==> src/rtl/core/gst_pkg.sv <==
// Shared constants, tables and helper functions for the GOST 64-bit block cipher core.
package gst_pkg;

  localparam int unsigned NumRounds = 32;
  localparam int unsigned NumKeyRegs = 4;
  localparam int unsigned KeyRegWidth = 64;
  localparam int unsigned HalfWidth = 32;
  localparam int unsigned BlockWidth = 64;
  localparam int unsigned RotAmt = 11;
  localparam int unsigned CfgIdxWidth = 2;

  typedef logic [HalfWidth-1:0] half_t;
  typedef logic [2:0] key_num_t;

  // Configuration register indexes.
  typedef enum logic [CfgIdxWidth-1:0] {
    CfgKey0 = 2'd0,
    CfgKey1 = 2'd1,
    CfgKey2 = 2'd2,
    CfgKey3 = 2'd3
  } cfg_idx_e;

  // Direction codes carried on the opcode field.
  localparam logic OpEncrypt = 1'b0;
  localparam logic OpDecrypt = 1'b1;

  typedef logic [3:0] sbox_row_t [16];

  localparam sbox_row_t Sbox [8] = '{
    '{4'd12, 4'd4,  4'd6,  4'd2,  4'd10, 4'd5,  4'd11, 4'd9,
      4'd14, 4'd8,  4'd13, 4'd7,  4'd0,  4'd3,  4'd15, 4'd1},
    '{4'd6,  4'd8,  4'd2,  4'd3,  4'd9,  4'd10, 4'd5,  4'd12,
      4'd1,  4'd14, 4'd4,  4'd7,  4'd11, 4'd13, 4'd0,  4'd15},
    '{4'd11, 4'd3,  4'd5,  4'd8,  4'd2,  4'd15, 4'd10, 4'd13,
      4'd14, 4'd1,  4'd7,  4'd4,  4'd12, 4'd9,  4'd6,  4'd0},
    '{4'd12, 4'd8,  4'd2,  4'd1,  4'd13, 4'd4,  4'd15, 4'd6,
      4'd7,  4'd0,  4'd10, 4'd5,  4'd3,  4'd14, 4'd9,  4'd11},
    '{4'd7,  4'd15, 4'd5,  4'd10, 4'd8,  4'd1,  4'd6,  4'd13,
      4'd0,  4'd9,  4'd3,  4'd14, 4'd11, 4'd4,  4'd2,  4'd12},
    '{4'd5,  4'd13, 4'd15, 4'd6,  4'd9,  4'd2,  4'd12, 4'd10,
      4'd11, 4'd7,  4'd8,  4'd1,  4'd4,  4'd3,  4'd14, 4'd0},
    '{4'd8,  4'd14, 4'd2,  4'd5,  4'd6,  4'd9,  4'd1,  4'd12,
      4'd15, 4'd4,  4'd11, 4'd0,  4'd13, 4'd10, 4'd3,  4'd7},
    '{4'd1,  4'd7,  4'd14, 4'd13, 4'd0,  4'd5,  4'd8,  4'd3,
      4'd4,  4'd15, 4'd10, 4'd6,  4'd9,  4'd12, 4'd11, 4'd2}
  };

  // Substitute each nibble through its own S-box, then rotate left.
  function automatic half_t sub_rot(input half_t x);
    half_t y;
    for (int i = 0; i < 8; i++) begin
      y[4*i +: 4] = Sbox[i][x[4*i +: 4]];
    end
    return {y[HalfWidth-RotAmt-1:0], y[HalfWidth-1:HalfWidth-RotAmt]};
  endfunction

  // Zero-based subkey number for an encryption round: 0..7 three times, then 7..0.
  function automatic key_num_t enc_key_num(input int unsigned rnd);
    key_num_t low;
    low = key_num_t'(rnd % 8);
    return (rnd < 24) ? low : (3'd7 - low);
  endfunction

  function automatic key_num_t key_num(input int unsigned rnd, input logic dec);
    return dec ? enc_key_num(NumRounds - 1 - rnd) : enc_key_num(rnd);
  endfunction

endpackage

==> src/rtl/core/gst_stage.sv <==
// One Feistel round with its pipeline register and valid bit.
module gst_stage (
  input  logic           clk_i,
  input  logic           rst_ni,
  input  logic           valid_i,
  output logic           ready_o,
  input  gst_pkg::half_t l_i,
  input  gst_pkg::half_t r_i,
  input  logic           dec_i,
  input  gst_pkg::half_t subkey_i,
  output logic           valid_o,
  input  logic           ready_i,
  output gst_pkg::half_t a_o,
  output gst_pkg::half_t b_o,
  output logic           dec_o
);
  import gst_pkg::*;

  logic  valid_q;
  half_t a_q, b_q;
  logic  dec_q;
  half_t t_d;

  // The stage takes a new beat when it is empty or its content moves on.
  assign ready_o = !valid_q || ready_i;
  assign t_d     = l_i ^ sub_rot(r_i + subkey_i);

  always_ff @(posedge clk_i or negedge rst_ni) begin
    if (!rst_ni) begin
      valid_q <= 1'b0;
    end else if (ready_o) begin
      valid_q <= valid_i;
    end
  end

  // a holds the old right half, b the new one.
  always_ff @(posedge clk_i) begin
    if (ready_o && valid_i) begin
      a_q   <= r_i;
      b_q   <= t_d;
      dec_q <= dec_i;
    end
  end

  assign valid_o = valid_q;
  assign a_o     = a_q;
  assign b_o     = b_q;
  assign dec_o   = dec_q;

endmodule

==> config.mk <==
export PLATFORM = sky130hd
export DESIGN_NAME = gst_stage
export DESIGN_NICKNAME = d
export VERILOG_FILES = /design/src/rtl/core/gst_pkg.sv /design/src/rtl/core/gst_stage.sv
export SDC_FILE = /design/constraint.sdc
export NUM_CORES = 1
export LEC_CHECK = 0
export CORE_UTILIZATION = 45
export CTS_CLUSTER_DIAMETER = 60
export DETAILED_ROUTE_END_ITERATION = 10
export DONT_BUFFER_PORTS = 1
export PLACE_DENSITY = 0.69
export SLEW_MARGIN = 5
export SYNTH_ARGS = -nofsm -noshare
export SYNTH_HDL_FRONTEND = slang
export SYNTH_SLANG_ARGS = --single-unit
==> constraint.sdc <==
create_clock -name clk_i -period 2.7 [get_ports clk_i]
set_input_delay 0.135 -clock clk_i [delete_from_list [all_inputs] [get_ports clk_i]]
set_output_delay 0.135 -clock clk_i [all_outputs]
set_load 0.005 [all_outputs]
Yosys cells after proc, flatten, opt, wreduce, memory -nomap -nowiden

Memories as Yosys holds them, arrays and structs flattened.
Index checks and enable logic that the tools add are counted.

ROM bits: 512
Bits of input ports: 101
Memories: 8
Output and inout bits: 67
Bits in registers: 66

$add $sub $neg: 1
Bitwise operators: 9
Reductions and logical operators: 3
Multiplexer cells: 16
$lt $le $gt $ge: 8

Memories:

| memory          | depth | bits a word | read ports | clocked after memory_dff | write ports | RTL line      | RTL |
|---|---|---|---|---|---|---|---|
| (no name shown) | 16    | 4           | 1          | 0                        | 0           | gst_pkg.sv:52 | `y[4*i +: 4] = Sbox[i][x[4*i +: 4]];` |
| (no name shown) | 16    | 4           | 1          | 0                        | 0           | gst_pkg.sv:52 |  |
| (no name shown) | 16    | 4           | 1          | 0                        | 0           | gst_pkg.sv:52 |  |
| (no name shown) | 16    | 4           | 1          | 0                        | 0           | gst_pkg.sv:52 |  |
| (no name shown) | 16    | 4           | 1          | 0                        | 0           | gst_pkg.sv:52 |  |
| (no name shown) | 16    | 4           | 1          | 0                        | 0           | gst_pkg.sv:52 |  |
| 2 more memories | n/a   | n/a         | n/a        | n/a                      | n/a         | n/a           |  |

Operator list:

| cell                 | number |
|---|---|
| $mux W4              | 16 |
| $ge A5 B5 Y1 const B | 8 |
| $not A4 Y5           | 8 |
| $add A32 B32 Y32     | 1 |
| $xor A32 B32 Y32     | 1 |
| $logic_and A1 B1 Y1  | 1 |
| $logic_not A1 Y1     | 1 |
| $logic_or A1 B1 Y1   | 1 |

Logic depth before layout (Yosys ltp)

Depth after elaboration: 6
Mapped depth: 17
Gate-level depth less buffers: 17

Worst setup path before layout

Ideal clock, no wire load.

Path type: input to register
Start point: input r_i[13]
End point: register b_q[8] (netlist: b_o[8]) (data pin)
Arrival: 3.091 ns
Stages on the path: 16
Setup slack: -0.655 ns
Library setup time: 0.265 ns
Required time: 2.435 ns
Cells stage by stage: ha_1 buf_2 a211oi_1 nor2_1 o41a_1 a41oi_1 a21oi_1 nor4b_1 o31ai_1 xnor2_1 inv_1 ha_1 nand2_1 o21a_1 o211ai_1 xor2_1

Longest elaborated chain between the ends: 6

RTL lines:

| element                                    | RTL line        | RTL |
|---|---|---|
| start, declared                            | gst_stage.sv:8  | `input gst_pkg::half_t r_i,` |
| $add A32 B32 Y32                           | gst_stage.sv:26 | `assign t_d = l_i ^ sub_rot(r_i + subkey_i);` |
| $not A4 Y5 (implied by the code)           | gst_pkg.sv:52   |  |
| $mem_v2 Z16 W4                             | n/a             |  |
| $mux W4 (implied by the code) (2 in a row) | gst_pkg.sv:52   |  |
| $xor A32 B32 Y32                           | gst_stage.sv:26 |  |
| named net t_d[8]                           | gst_stage.sv:22 | `half_t t_d;` |
| end signal, assigned                       | gst_stage.sv:40 | `b_q <= t_d;` |
| end, declared                              | gst_stage.sv:20 | `half_t a_q, b_q;` |

The timed path passes the listed nets, and every way through them passes these cells. The select of a mux whose other input is x is not followed.
A chain may end at the register's enable or synchronous reset.

Final worst setup path

Start point: input subkey_i[6]
End point: register b_q[8] (netlist: b_o[8]) (data pin)

Longest elaborated chain between the ends: 6

RTL lines:

| element                                    | RTL line        | RTL |
|---|---|---|
| start, declared                            | gst_stage.sv:10 | `input gst_pkg::half_t subkey_i,` |
| $add A32 B32 Y32                           | gst_stage.sv:26 |  |
| $not A4 Y5 (implied by the code)           | gst_pkg.sv:52   |  |
| $mem_v2 Z16 W4                             | n/a             |  |
| $mux W4 (implied by the code) (2 in a row) | gst_pkg.sv:52   |  |
| $xor A32 B32 Y32                           | gst_stage.sv:26 |  |
| named net t_d[8]                           | gst_stage.sv:22 |  |

The timed path passes the listed nets, and every way through them passes these cells. The select of a mux whose other input is x is not followed.

==> metrics.txt <==
run status=finished with violations; failing checks=DRC, setup timing; Synth Flop Type=edfxtp_1; register area share after synthesis=0.3657; post-synth cell types=68; CTS Buffer Depth=2; Syn Nets=662; Initial Util=0.4675; post-synthesis cell type with the largest combined area=edfxtp_1; Post-Place Cells=~740; H-tree depth=3; Antenna Cells=0; die width=~110 µm; Setup crit end kind=flip-flop; Core Rows=39; critical path data required time=between 2000 and 3000 ps; crit start category=input port; io pins=168; HPWL after DPL=10070 µm; Post-Layout Cell Count=828; sw frac=0.3296; syn avg cell area=10.99 µm²; total CTS buffers=9; Max VDD drop=between 0.3 and 0.4 mV; drt first-iter violations=249; Port Buf Inserts=0; Slew Limit Fails=0; most frequent cell after synthesis=ha_1; Setup Skew=approximately 8.4 ps; Slew @ Worst Pin=570.9 ps; clk sink count=66; Post-DP Area=roughly 6700 µm²; largest net degree at the start of global routing=66; Power Total=between 4 and 5 mW; Area contributors post-synth=edfxtp_1, ha_1, xor2_1, xnor2_1, mux4_2; max-capacitance violation count=0; Final Cell Area=slightly above 8000 µm²; clock power share=0.233; Worst Path Arrival=2960 ps; Reg2Reg Setup Slack=~1300 ps; CTS tree=done; asr flop ratio synth=0.01515; vias=4557; Initial DRT Pass Iterations=8; number of flops mapped to enable cells by yosys=65; share of layout cells above drive strength 1=0.4234; gr ovfl total=0; Power Density=around 610 nW/µm²; core area=11560 µm²; HP Class=in2reg; final worst slack=-178.6 ps; FMAX=0.3474 GHz; min cycle time layout=2879 ps; Leakage=3.337 nW; global-route wire length before repair=21930 µm; Final period util=1.066; Area Growth Syn to Fin=49.39%; fin nets=850; Die Height=between 100 and 150 µm; final hold violation count=0; Root Driver=clkbuf_16; top-area cell type share of the netlist area=0.3610; total wire length=14410 µm; RSZ-0062 raised after global routing=yes; Mapped Cells=between 400 and 500; average vias per placed instance=5.504; Worst-Skew Late Latency=roughly 340 ps; GRT Resource Usage Total=0.2225; hold slack=7.905 ps; NetSw=1.624 mW; mapped cell area=5406 µm²; Slew HR=0.6181; Sequential Power Share=0.285; WL per Instance=between 15 and 20 µm; critical path class=in2reg; Routed Antenna Nets=0; Ys Warns=0; Reg clk slew, reported paths=60 ps; P_int=3.303 mW; antenna violations before repair=0; flops & latches, synth=66; # DRC=11; critical path fanouts, max=6; Final GP Congestion=0.7982; combinational fraction of design power=0.481; Setup-failing EPs final=10; synth cell count leaders=ha_1, edfxtp_1, xor2_1; overall die area=12460 µm²; vias in the first global route=between 4000 and 5000
-- path summary, 6_finish.rpt --
check                             from      end  cells after the start
setup / recovery           subkey_i[6]   b_o[8]                     14
hold / removal                 l_i[20]  b_o[20]                      1
setup reg to reg               valid_o  b_o[26]                      3
hold reg to reg                valid_o  valid_o                      2
max in group asynchronous       rst_ni  valid_o                      2
min in group asynchronous       rst_ni  valid_o                      2
-- sequential cells by signal, summed over array words and instances (netlist names) --
register and count:
b_o 32, valid_o 1, a_o 32, dec_o 1
-- logic make-up (layout without fill, tap and decap cells) --
family | after synthesis | in the layout | synth area share
DFF | 66 | 66 | 0.3657
buffers and inverters | 42 | 235 | 0.03518
muxes | 18 | 18 | 0.05878
xor gates and xnor gates | 66 | 66 | 0.1111
and+or+nand+nor | 108 | 108 | 0.1014
AOI/OAI and AO/OA | 122 | 122 | 0.1648
adders and majority gates | 70 | 70 | 0.1632
-- power by group through the flow --
stage	logic, mW	registers (mW)	clock network, mW
floorplan	1.31	1.41	0
global placement	1.82	1.43	0
detailed placement	1.93	1.43	0
CTS	2.09	1.41	1.16
global route	2.57	1.42	1.21
finish	2.37	1.41	1.15
-- metal layers --
metal,GRT usage,up-vias,routed length (µm)
li1,-,2191,-
met1,0.2602,2193,5717
met2,0.4046,142,7566
met3,0.03321,31,717
met4,0.09550,0,408
met5,0,-,0
-- cell type report --
class | instances | area (µm²)
sequential | 66 | 1977
timing repair buffer | 186 | 1564
clock buffer | 13 | 240.2
clock inverter | 3 | 40.04
fill | 776 | 3488
tap | 143 | 178.9
inverter | 33 | 125.1
multi-input combinational | 384 | 3951
-- stage by stage --
stage / utilization / setup TNS, ps / setup WS [ps]
floorplan: - / -2957 / -391.7
global placement: 0.5784 / -6076 / -430.1
detailed placement: 0.5784 / -7127 / -470.4
CTS: 0.6641 / -483.1 / -93.37
global route: 0.6984 / -2176 / -299.1
finish: 0.6984 / -732.6 / -178.6
-- repair_timing --
action | 4_1_cts | 5_1_grt
hold buffers | 50 | 0
resized for setup | 24 | 59
buffers inserted | 11 | 12
hold endpoints to repair | 49 | 0
pin swaps | 31 | 34
gates cloned | 0 | 0
setup endpoints to repair | 13 | 23
-- cells in the final DEF, fill, tap and decap left out, types with 11 or more instances in the layout --
master,synthesis,routed
buf_4,3,127
edfxtp_1,65,65
dlygate4sd3_1,0,50
ha_1,68,41
xor2_1,35,29
nor2_1,29,25
nand2_1,25,25
inv_1,32,24
a21oi_1,29,22
ha_4,0,19
xnor2_1,29,17
o21ai_0,21,13
xnor2_2,0,12
mux4_2,11,11
-- critical path, cell delays in order --
cell and delay [ps]:
ha_4 240, a2111oi_4 330, o21ai_2 150, a41oi_2 250, a31oi_4 150, o211ai_1 330
buf_4 170, a21oi_1 90, xnor2_2 380, buf_4 200, buf_4 120, o21a_1 130
o211ai_1 100, xor2_1 180
(Power assumes the default switching activity.)
